<file path="config.mk">
export PLATFORM = sky130hd
export DESIGN_NAME = sorted_priority_queue_unit
export DESIGN_NICKNAME = d
export VERILOG_FILES = /design/src/sv/spq_pkg.sv /design/src/sv/sorted_priority_queue_unit.sv /design/src/sv/spq_cell.sv
export VERILOG_INCLUDE_DIRS = /design/src /design/src/sv
export SDC_FILE = /design/constraint.sdc
export NUM_CORES = 2
export LEC_CHECK = 0
export BUFFER_PORTS_ARGS = -buffer_cell sky130_fd_sc_hd__buf_2
export CORE_AREA = 3 3 525 267
export CTS_CLUSTER_DIAMETER = 80
export CTS_CLUSTER_SIZE = 16
export DETAILED_ROUTE_END_ITERATION = 10
export DIE_AREA = 0 0 528 270
export GPL_TIMING_DRIVEN = 1
export PLACE_DENSITY_LB_ADDON = 0.08
export SYNTH_ARGS = -nofsm -noshare
export SYNTH_HDL_FRONTEND = slang
export SYNTH_SLANG_ARGS = --single-unit
export TNS_END_PERCENT = 100
</file>
<file path="constraint.sdc">
create_clock -name clk_i -period 9.4 [get_ports clk_i]
set_input_delay 1.41 -clock clk_i [delete_from_list [all_inputs] [get_ports clk_i]]
set_output_delay 1.41 -clock clk_i [all_outputs]
set_load 0.02 [all_outputs]
</file>
<file path="src/sv/assert_macros.svh">
// Assertion macros shared by the RTL of the sorted priority queue.
// Depends on nothing; the including module must provide clk_i and rst_ni.
`ifndef ASSERT_MACROS_SVH
`define ASSERT_MACROS_SVH

// Checks a property on every rising clock edge outside reset.
`define SPQ_ASSERT(lbl, prop, msg) \
  lbl: assert property (@(posedge clk_i) disable iff (!rst_ni) (prop)) else $error(msg);

// Checks that a condition implies a consequence in the same cycle.
`define SPQ_ASSERT_IMP(lbl, cond, cons, msg) \
  `SPQ_ASSERT(lbl, (cond) |-> (cons), msg)

// Checks that a condition implies a consequence in the following cycle.
`define SPQ_ASSERT_NEXT(lbl, cond, cons, msg) \
  `SPQ_ASSERT(lbl, (cond) |=> (cons), msg)

`endif

</file>
<file path="src/sv/spq_pkg.sv">
// Package of the sorted priority queue: widths, opcode and status codes,
// and the control struct passed to each storage cell. Depends on nothing.
package spq_pkg;

  localparam int unsigned SpqCapacity   = 16;
  localparam int unsigned KeyWidth      = 32;
  localparam int unsigned CountOutWidth = 5;

  typedef enum logic [1:0] {
    OP_INSERT  = 2'd0,
    OP_EXTRACT = 2'd1,
    OP_PEEK    = 2'd2
  } opcode_e;

  typedef enum logic [1:0] {
    ST_OK    = 2'd0,
    ST_EMPTY = 2'd1,
    ST_FULL  = 2'd2
  } status_e;

  typedef struct packed {
    logic shift_in;
    logic shift_out;
  } cell_ctrl_t;

endpackage

</file>
<file path="src/sv/sorted_priority_queue_unit.sv">
// Sorted priority queue: a row of key cells kept in ascending order.
// The result is registered and presented in the cycle after its item is accepted.
// Throughput: one item per cycle unless the output stalls; all cells shift at once.
// Reset clears the key count and the output valid flag; the cell keys are not reset.
// Depends on spq_pkg, spq_cell and assert_macros.svh.
`include "assert_macros.svh"

module sorted_priority_queue_unit #(
  parameter int unsigned Capacity = spq_pkg::SpqCapacity
) (
  input  logic                                      clk_i,
  input  logic                                      rst_ni,
  input  logic                                      in_valid_i,
  output logic                                      in_ready_o,
  input  logic [1:0]                                opcode_i,
  input  logic signed [spq_pkg::KeyWidth-1:0]       key_in_i,
  output logic                                      out_valid_o,
  input  logic                                      out_ready_i,
  output logic signed [spq_pkg::KeyWidth-1:0]       key_out_o,
  output logic [1:0]                                status_o,
  output logic [spq_pkg::CountOutWidth-1:0]         entry_count_o
);
  import spq_pkg::*;

  localparam int unsigned CountWidth = $clog2(Capacity + 1);

  logic                       in_acc;
  logic [CountWidth-1:0]      count_q, count_d;
  cell_ctrl_t                 ctrl;
  logic                       is_full, is_empty;
  logic [Capacity-1:0]        occupied, stays;
  logic signed [KeyWidth-1:0] cell_key [Capacity];

  logic                       out_valid_q, out_valid_d;
  logic signed [KeyWidth-1:0] key_out_q, key_out_d;
  logic [1:0]                 status_q, status_d;
  logic [31:0]                count_ext;

  assign in_ready_o = !out_valid_q || out_ready_i;
  assign in_acc     = in_valid_i && in_ready_o;
  assign is_full    = (count_q == CountWidth'(Capacity));
  assign is_empty   = (count_q == '0);

  for (genvar i = 0; i < Capacity; i++) begin : g_cell
    logic signed [KeyWidth-1:0] left_key, right_key;
    logic                       left_stays;

    assign occupied[i] = (CountWidth'(i) < count_q);

    if (i == 0) begin : g_head
      assign left_key   = key_in_i;
      assign left_stays = 1'b1;
    end else begin : g_body
      assign left_key   = cell_key[i-1];
      assign left_stays = stays[i-1];
    end

    if (i == Capacity - 1) begin : g_tail
      assign right_key = cell_key[i];
    end else begin : g_mid
      assign right_key = cell_key[i+1];
    end

    spq_cell u_cell (
      .clk_i        (clk_i),
      .ctrl_i       (ctrl),
      .occupied_i   (occupied[i]),
      .key_in_i     (key_in_i),
      .left_key_i   (left_key),
      .left_stays_i (left_stays),
      .right_key_i  (right_key),
      .stays_o      (stays[i]),
      .key_o        (cell_key[i])
    );
  end

  always_comb begin
    ctrl.shift_in  = 1'b0;
    ctrl.shift_out = 1'b0;
    count_d        = count_q;
    if (in_acc) begin
      case (opcode_i)
        OP_INSERT: begin
          if (!is_full) begin
            ctrl.shift_in = 1'b1;
            count_d       = count_q + 1'b1;
          end
        end
        OP_EXTRACT: begin
          if (!is_empty) begin
            ctrl.shift_out = 1'b1;
            count_d        = count_q - 1'b1;
          end
        end
        default: ;
      endcase
    end
  end

  always_comb begin
    out_valid_d = out_valid_q;
    key_out_d   = key_out_q;
    status_d    = status_q;
    if (out_valid_q && out_ready_i) begin
      out_valid_d = 1'b0;
    end
    if (in_acc) begin
      out_valid_d = 1'b1;
      key_out_d   = '0;
      status_d    = ST_OK;
      if (opcode_i == OP_INSERT) begin
        if (is_full) begin
          status_d = ST_FULL;
        end
      end else if (opcode_i inside {OP_EXTRACT, OP_PEEK}) begin
        if (is_empty) begin
          status_d = ST_EMPTY;
        end else begin
          key_out_d = cell_key[0];
        end
      end
    end
  end

  always_ff @(posedge clk_i or negedge rst_ni) begin
    if (!rst_ni) begin
      count_q     <= '0;
      out_valid_q <= 1'b0;
    end else begin
      count_q     <= count_d;
      out_valid_q <= out_valid_d;
    end
  end

  always_ff @(posedge clk_i) begin
    key_out_q <= key_out_d;
    status_q  <= status_d;
  end

  assign count_ext     = 32'(count_q);
  assign out_valid_o   = out_valid_q;
  assign key_out_o     = key_out_q;
  assign status_o      = status_q;
  assign entry_count_o = count_ext[CountOutWidth-1:0];

  `SPQ_ASSERT(a_count_bound, count_q <= CountWidth'(Capacity), "Key count exceeds capacity.")
  `SPQ_ASSERT_NEXT(a_insert_grows, in_acc && opcode_i == OP_INSERT && !is_full, count_q == $past(count_q) + 1'b1, "Insert did not add a key.")
  `SPQ_ASSERT_IMP(a_error_zero, out_valid_q && status_q != ST_OK, key_out_q == '0, "Error result carries a key.")
  `SPQ_ASSERT_IMP(a_head_sorted, count_q >= CountWidth'(2), cell_key[0] <= cell_key[1], "Head cells out of order.")

endmodule

</file>
<file path="src/sv/spq_cell.sv">
// One storage cell of the sorted priority queue: holds one key, compares it
// with the incoming key and takes the incoming key or a neighbour's key on insert or extract.
// Depends on spq_pkg.
module spq_cell (
  input  logic                                 clk_i,
  input  spq_pkg::cell_ctrl_t                  ctrl_i,
  input  logic                                 occupied_i,
  input  logic signed [spq_pkg::KeyWidth-1:0]  key_in_i,
  input  logic signed [spq_pkg::KeyWidth-1:0]  left_key_i,
  input  logic                                 left_stays_i,
  input  logic signed [spq_pkg::KeyWidth-1:0]  right_key_i,
  output logic                                 stays_o,
  output logic signed [spq_pkg::KeyWidth-1:0]  key_o
);
  import spq_pkg::*;

  logic signed [KeyWidth-1:0] key_q, key_d;

  assign stays_o = occupied_i && (key_q <= key_in_i);
  assign key_o   = key_q;

  always_comb begin
    key_d = key_q;
    if (ctrl_i.shift_in) begin
      if (!stays_o) begin
        key_d = left_stays_i ? key_in_i : left_key_i;
      end
    end else if (ctrl_i.shift_out) begin
      key_d = right_key_i;
    end
  end

  always_ff @(posedge clk_i) begin
    key_q <= key_d;
  end

endmodule

</file>
# After elaboration in Yosys (flattened, before gate mapping)
# Index checks and enable logic that the tools add are counted.
totals:
  reg_bits: 552
  inputBits: 38
  out_inout_bits: 41
  elab_cells: 194
op_classes:
  n_addsub: 2
  n_lt_le_gt_ge: 32
  eq_ne: 20
  n_mux: 74
  n_bitwise: 2
  n_reduce_logical: 44
op_table:
  columns: ["operator", "count"]
  rows:
  - ["32-bit 2-to-1 mux", 60]
  - ["32-bit less-or-equal comparator", 16]
  - ["4-bit by 5-bit < comparator with 1-bit output (first input constant)", 8]
  - ["2-bit != test (second input constant)", 17]
  - ["2-bit AND reduction", 16]
  - ["3-bit by 5-bit < comparator with 1-bit output (first input constant)", 4]
  - ["1-bit logical AND", 18]
  - ["1-bit by 5-bit < comparator with 1-bit output (first input constant)", 2]
  - ["2-bit by 5-bit < comparator with 1-bit output (first input constant)", 2]
  - ["5-bit 2-to-1 mux", 2]
  - ["5-bit one-hot mux with 2 select lines", 1]
  - ["1-bit 2-to-1 mux", 8]
  - ["2-bit nonzero test", 4]
  - ["2-bit 2-to-1 mux", 3]
  - ["5-bit by 1-bit adder with 5-bit output (second input constant)", 1]
  - ["5-bit equality test (second input constant)", 1]
  - ["5-bit logical NOT", 1]
  - ["5-bit by 1-bit subtractor with 5-bit output (second input constant)", 1]
  - ["4-bit AND reduction", 1]
  - ["3-bit OR reduction", 1]
  - ["2-bit by 1-bit equality test with 1-bit output (second input constant)", 1]
  - ["2-bit equality test (second input constant)", 1]
  - ["2-bit logical NOT", 1]
  - ["1-bit NOT", 2]
  - ["other kinds (2)", 2]

# Depth between registers and ports, before layout
depth:
  depth_word: 6
  ltp_mapped: 11
  mapped_depth_nobuf: 9

# Hierarchy
# Synthesis repeated with hierarchy kept, for this count alone.
unflattened:
  hier_cells: 4243
  area_unflattened_um2: 41711.3
modules_own_cells:
  columns: ["mod", "instances", "cells_per_inst", "area_per_inst_um2", "seq_area_each_um2"]
  rows:
  - ["spq_cell", 16, 256, 2491.1, 960.9]
  - ["sorted_priority_queue_unit", 1, 147, 1853.0, 1171.1]

# Least setup slack after synthesis
# OpenSTA, ideal clock, no wires.
synth_timing:
  path_type: "input to register"
  start: "input port out_ready_i"
  end: "register g_cell[15].u_cell.key_q[0] (enable)"
  setup_time_ns: 0.479
  arrival_time_ns: 6.181
  required_ns: 8.921
  path_slack_ns: 2.739
  path_stages: 8
  path_buffers: 3
  cell_sequence: "nand2b_1 and2_1 clkbuf_1 and3_1 buf_2 clkbuf_1 nand2_1 a311oi_1"
synth_between:
  elab_chain_cells: 4
synth_rtl:
  columns: ["item", "line", "rtl"]
  rows:
  - ["from (decl)", "sorted_priority_queue_unit.sv:18", "input logic out_ready_i,"]
  - ["1-bit logical OR", "sorted_priority_queue_unit.sv:39", "assign in_ready_o = !out_valid_q || out_ready_i;"]
  - ["1-bit logical AND", "sorted_priority_queue_unit.sv:40", "assign in_acc = in_valid_i && in_ready_o;"]
  - ["via in_acc", "sorted_priority_queue_unit.sv:27", "logic in_acc;"]
  - ["2-bit 2-to-1 mux", "sorted_priority_queue_unit.sv:81", "if (in_acc) begin"]
  - ["2-bit AND reduction (no line)", null, null]
  - ["to (signal assigned)", "spq_cell.sv:34", "key_q <= key_d;"]
  - ["to (decl)", "spq_cell.sv:17", "logic signed [KeyWidth-1:0] key_q, key_d;"]
# The timed path passes the listed nets, and every way through them passes these cells.
# A chain may end at the register's enable or synchronous reset.

# Worst setup path in the final report
layout_timing:
  start: "input port key_in_i[11] (netlist name)"
  end: "register g_cell[14].u_cell.key_q[5] (enable)"
layout_between:
  elab_chain_cells: 4
layout_rtl:
  columns: ["item", "line", "rtl"]
  rows:
  - ["from (decl)", "sorted_priority_queue_unit.sv:16", "input logic signed [spq_pkg::KeyWidth-1:0] key_in_i,"]
  - ["32-bit less-or-equal comparator", "spq_cell.sv:19", "assign stays_o = occupied_i && (key_q <= key_in_i);"]
  - ["1-bit logical AND", "spq_cell.sv:19", null]
  - ["2-bit != test (no line)", null, null]
  - ["2-bit AND reduction (no line)", null, null]
  - ["to (signal assigned)", "spq_cell.sv:34", null]
  - ["to (decl)", "spq_cell.sv:17", null]
# Every way passes these cells.

==> reports/metrics.cfg <==
[setup_path]
reg2reg_slack_ns = 4.21
path_class = primary input to register
cp-end-kind = register
rr_worst_depth = 8
r2r-end = g_cell[14].u_cell.key_o[5]$_DFFE_PP_
crit_fanout = 33
timing.rr.start = g_cell[14].u_cell.key_o[14]$_DFFE_PP_
worstPathRequired_ns = 9.68
crit_arrival_ns = 6.92
cp-start-kind = primary input

[floorplanning]
fp.dieArea_sq_um = 143000
row_count = 96
die_w_um = 528
core_area_sq_um = 136000
die_y_um = 270
ioPinCount = 79
initial_utilization = 0.298

[pwr]
power_frac_seq = 0.391
power_frac_comb = 0.389
vdd_drop_max_v = 0.000134
powerDensity_nw_per_um2 = 184
total_leakage_power_uw = 0.0160
p_sw_uw = 3520
power.internal_uw = 4660
clockPowerShare = 0.220
switching_share = 0.430
p_total_uw = 8170

[timing]
setup_viol = 0
setup_tns_ns = 0
setup_ws_ns = 2.75
period_needed_ns = 6.65
slew_headroom = 0.0699
final_max_slew_viol_count = 0
skew_ns = 0.0382
hold_viol_final = 0
fin_crit_sh = 0.707
grt_setup_unrepaired = no
worst_pin_slew_ns = 1.38
fmax_mhz = 150
whs_ns = 0.541

[synthesis]
yosysTopAreaCell = edfxtp_1
synth_cell_types = 60
synth_most_common_cell = edfxtp_1
syn_area_per_cell_sq_um = 9.11
yosys-top-cells-count = edfxtp_1, ha_1, o21ai_0
synth_area_sq_um = 40600
ys_seq_area_frac = 0.407
postSynthCellCount = 4457
synthTopCellsByArea = edfxtp_1, ha_1, a31oi_1, o21ai_0, nand3_1
synthArstFlopShare = 0.0109
synth_edf_count = 546
synth-main-ff-cell = edfxtp_1
ys_ff_latch = 552
synthesis.nets = 5012
synth_top_area_share = 0.404
yosysWarnings = 0

[job]
max_cap_violations = 0

[clock_network]
cts_tree = yes
clock_latency_ns = 0.64
cts.htree.levels = 2
hold_buffers = 0
cts.repair.resized = 0
clk_pin_slew_ns = 0.08
ctsRootBufferMaster = clkbuf_16
ctsLongestPathBuffers = 3
cts_sinks = 552
cts_setup_buffers = 0
cts_buffers = 40

[outcome]
run_status = finished, final reports clean

[grt]
grt_pass1_vias = 34400
met2_usage = 0.252
grtUsageMet1 = 0.428
grtUsageMet3 = 0.0602
grt_use_total = 0.235
top_usage_layer = met1
grt_max_degree = 235
grt_antenna_before_repair = 3
grt-ovfl-total = 0
grt_pass1_wl_um = 251000

[layout]
area_delta_synth_final_pct = 9.16
fin_nets = 4889
stdcell_count = 6155
drive_above_1_share = 0.0770

[routing]
drtIter0Drc = 4276
drcViolationCount = 0
wirelength_um = 173000
routedWlPerCell_um = 28.1
viasPerCell = 6.01
vias = 37000
first_pass_iters = 8
postRouteAntennaNets = 0

[placed_design]
dp_cells = 6105
dp_slack_ns = 2.34
port_buffers = 78
globalplace.congestion = 0.858
hpwlAfterDp_um = 134000

[worst_hold_path]
hold_path_class = register to register
min_path_cells = 2
min_from = out_valid_o$_DFFE_PN0P_
hold_end = out_valid_o$_DFFE_PN0P_

## power by group through the flow
| stage | Clock [uW] | Sequential, uW | Combinational (uW) |
|---|---|---|---|
| 2_1_floorplan | 0 | 3170 | 1940 |
| 3_3_place_gp | 0 | 3250 | 3100 |
| 3_5_place_dp | 0 | 3240 | 3090 |
| 5_1_grt | 1930 | 3210 | 3470 |
| 4_1_cts | 1860 | 3190 | 3100 |
| 6_report | 1800 | 3190 | 3180 |
## per-stage QoR
stage / area, sq um / util
6_report: 44300 / 0.325
5_1_grt: 44300 / 0.325
4_1_cts: 44300 / 0.325
3_5_place_dp: 43300 / 0.318
3_3_place_gp: 43300 / 0.318
2_1_floorplan: 40600 / -
## sequential cells by signal, summed over array words and instances, names as in the netlist
name	count
entry_count_o	5
out_valid_o	1
status_o	2
g_cell.u_cell.key_o	512
key_out_o	32
## cell type report
cell class / count / area (sq um)
timing repair buffer: 185 / 1220
antenna: 2 / 5.00
fill: 14200 / 91900
inverter: 63 / 236
clock inverter: 4 / 26.3
sequential: 552 / 16500
clock buffer: 44 / 1040
tap: 1813 / 2270
multi-input combinational: 3492 / 23000
## worst max path at each step
| stage | startpoint | end | depth (start not counted) |
|---|---|---|---|
| after floorplan | out_ready_i | g_cell[15].u_cell.key_o[0]$_DFFE_PP_ | 8 |
| after global placement | key_in_i[11] | g_cell[14].u_cell.key_o[6]$_DFFE_PP_ | 10 |
| after detailed placement | key_in_i[11] | g_cell[14].u_cell.key_o[7]$_DFFE_PP_ | 10 |
| after CTS | key_in_i[11] | g_cell[14].u_cell.key_o[5]$_DFFE_PP_ | 10 |
| after global routing | key_in_i[11] | g_cell[14].u_cell.key_o[9]$_DFFE_PP_ | 10 |
| final | key_in_i[11] | g_cell[14].u_cell.key_o[5]$_DFFE_PP_ | 10 |
## cell usage in the layout (no fill, tap or decap), types with 13 or more instances in the layout
master       n
a31oi_1    450
o211ai_2    30
nor2_1     506
buf_2       78
inv_1       63
clkbuf_16   41
buf_4      105
a21oi_1    201
nor4_1      18
and2_1      32
a211oi_4    13
nand4_1    155
o211ai_1    28
nand3_1    457
a2111oi_0   13
or4_1       14
nor3_1      23
a211oi_1    15
ha_1       517
nand2_1    246
o21ai_4     14
a21o_1      15
o31ai_1     32
o21a_1      17
edfxtp_1   546
nor2b_1     23
o2111ai_1   32
o21ai_0    500
## critical path, stage by stage
cell,delay [ns]
buf_2,0.40
inv_1,0.61
ha_1,0.53
nand2_1,0.12
nor3_1,0.89
o21ai_0,0.70
a21oi_2,0.39
o211a_4,0.72
a2bb2oi_4,0.60
buf_4,0.45
## cell families (layout without fill, tap and decap cells)
| kind of cell | Yosys count | in the layout | share of synthesized area |
|---|---|---|---|
| xor gates and xnor gates | 5 | 5 | 0.00108 |
| and+or+nand+nor | 1509 | 1509 | 0.172 |
| other | 0 | 2 | 0 |
| muxes | 2 | 2 | 0.000493 |
| DFF | 552 | 552 | 0.407 |
| AOI/OAI and AO/OA | 1459 | 1459 | 0.219 |
| buffers and inverters | 413 | 296 | 0.0405 |
| adders and majority gates | 517 | 517 | 0.159 |
## layer usage
layer  wire [um]  share of wire
met5           0              0
met4        1650         0.0095
met3       16300          0.094
met2       54700           0.32
met1      101000           0.58
No activity file was read; power rests on OpenSTA's default activity.
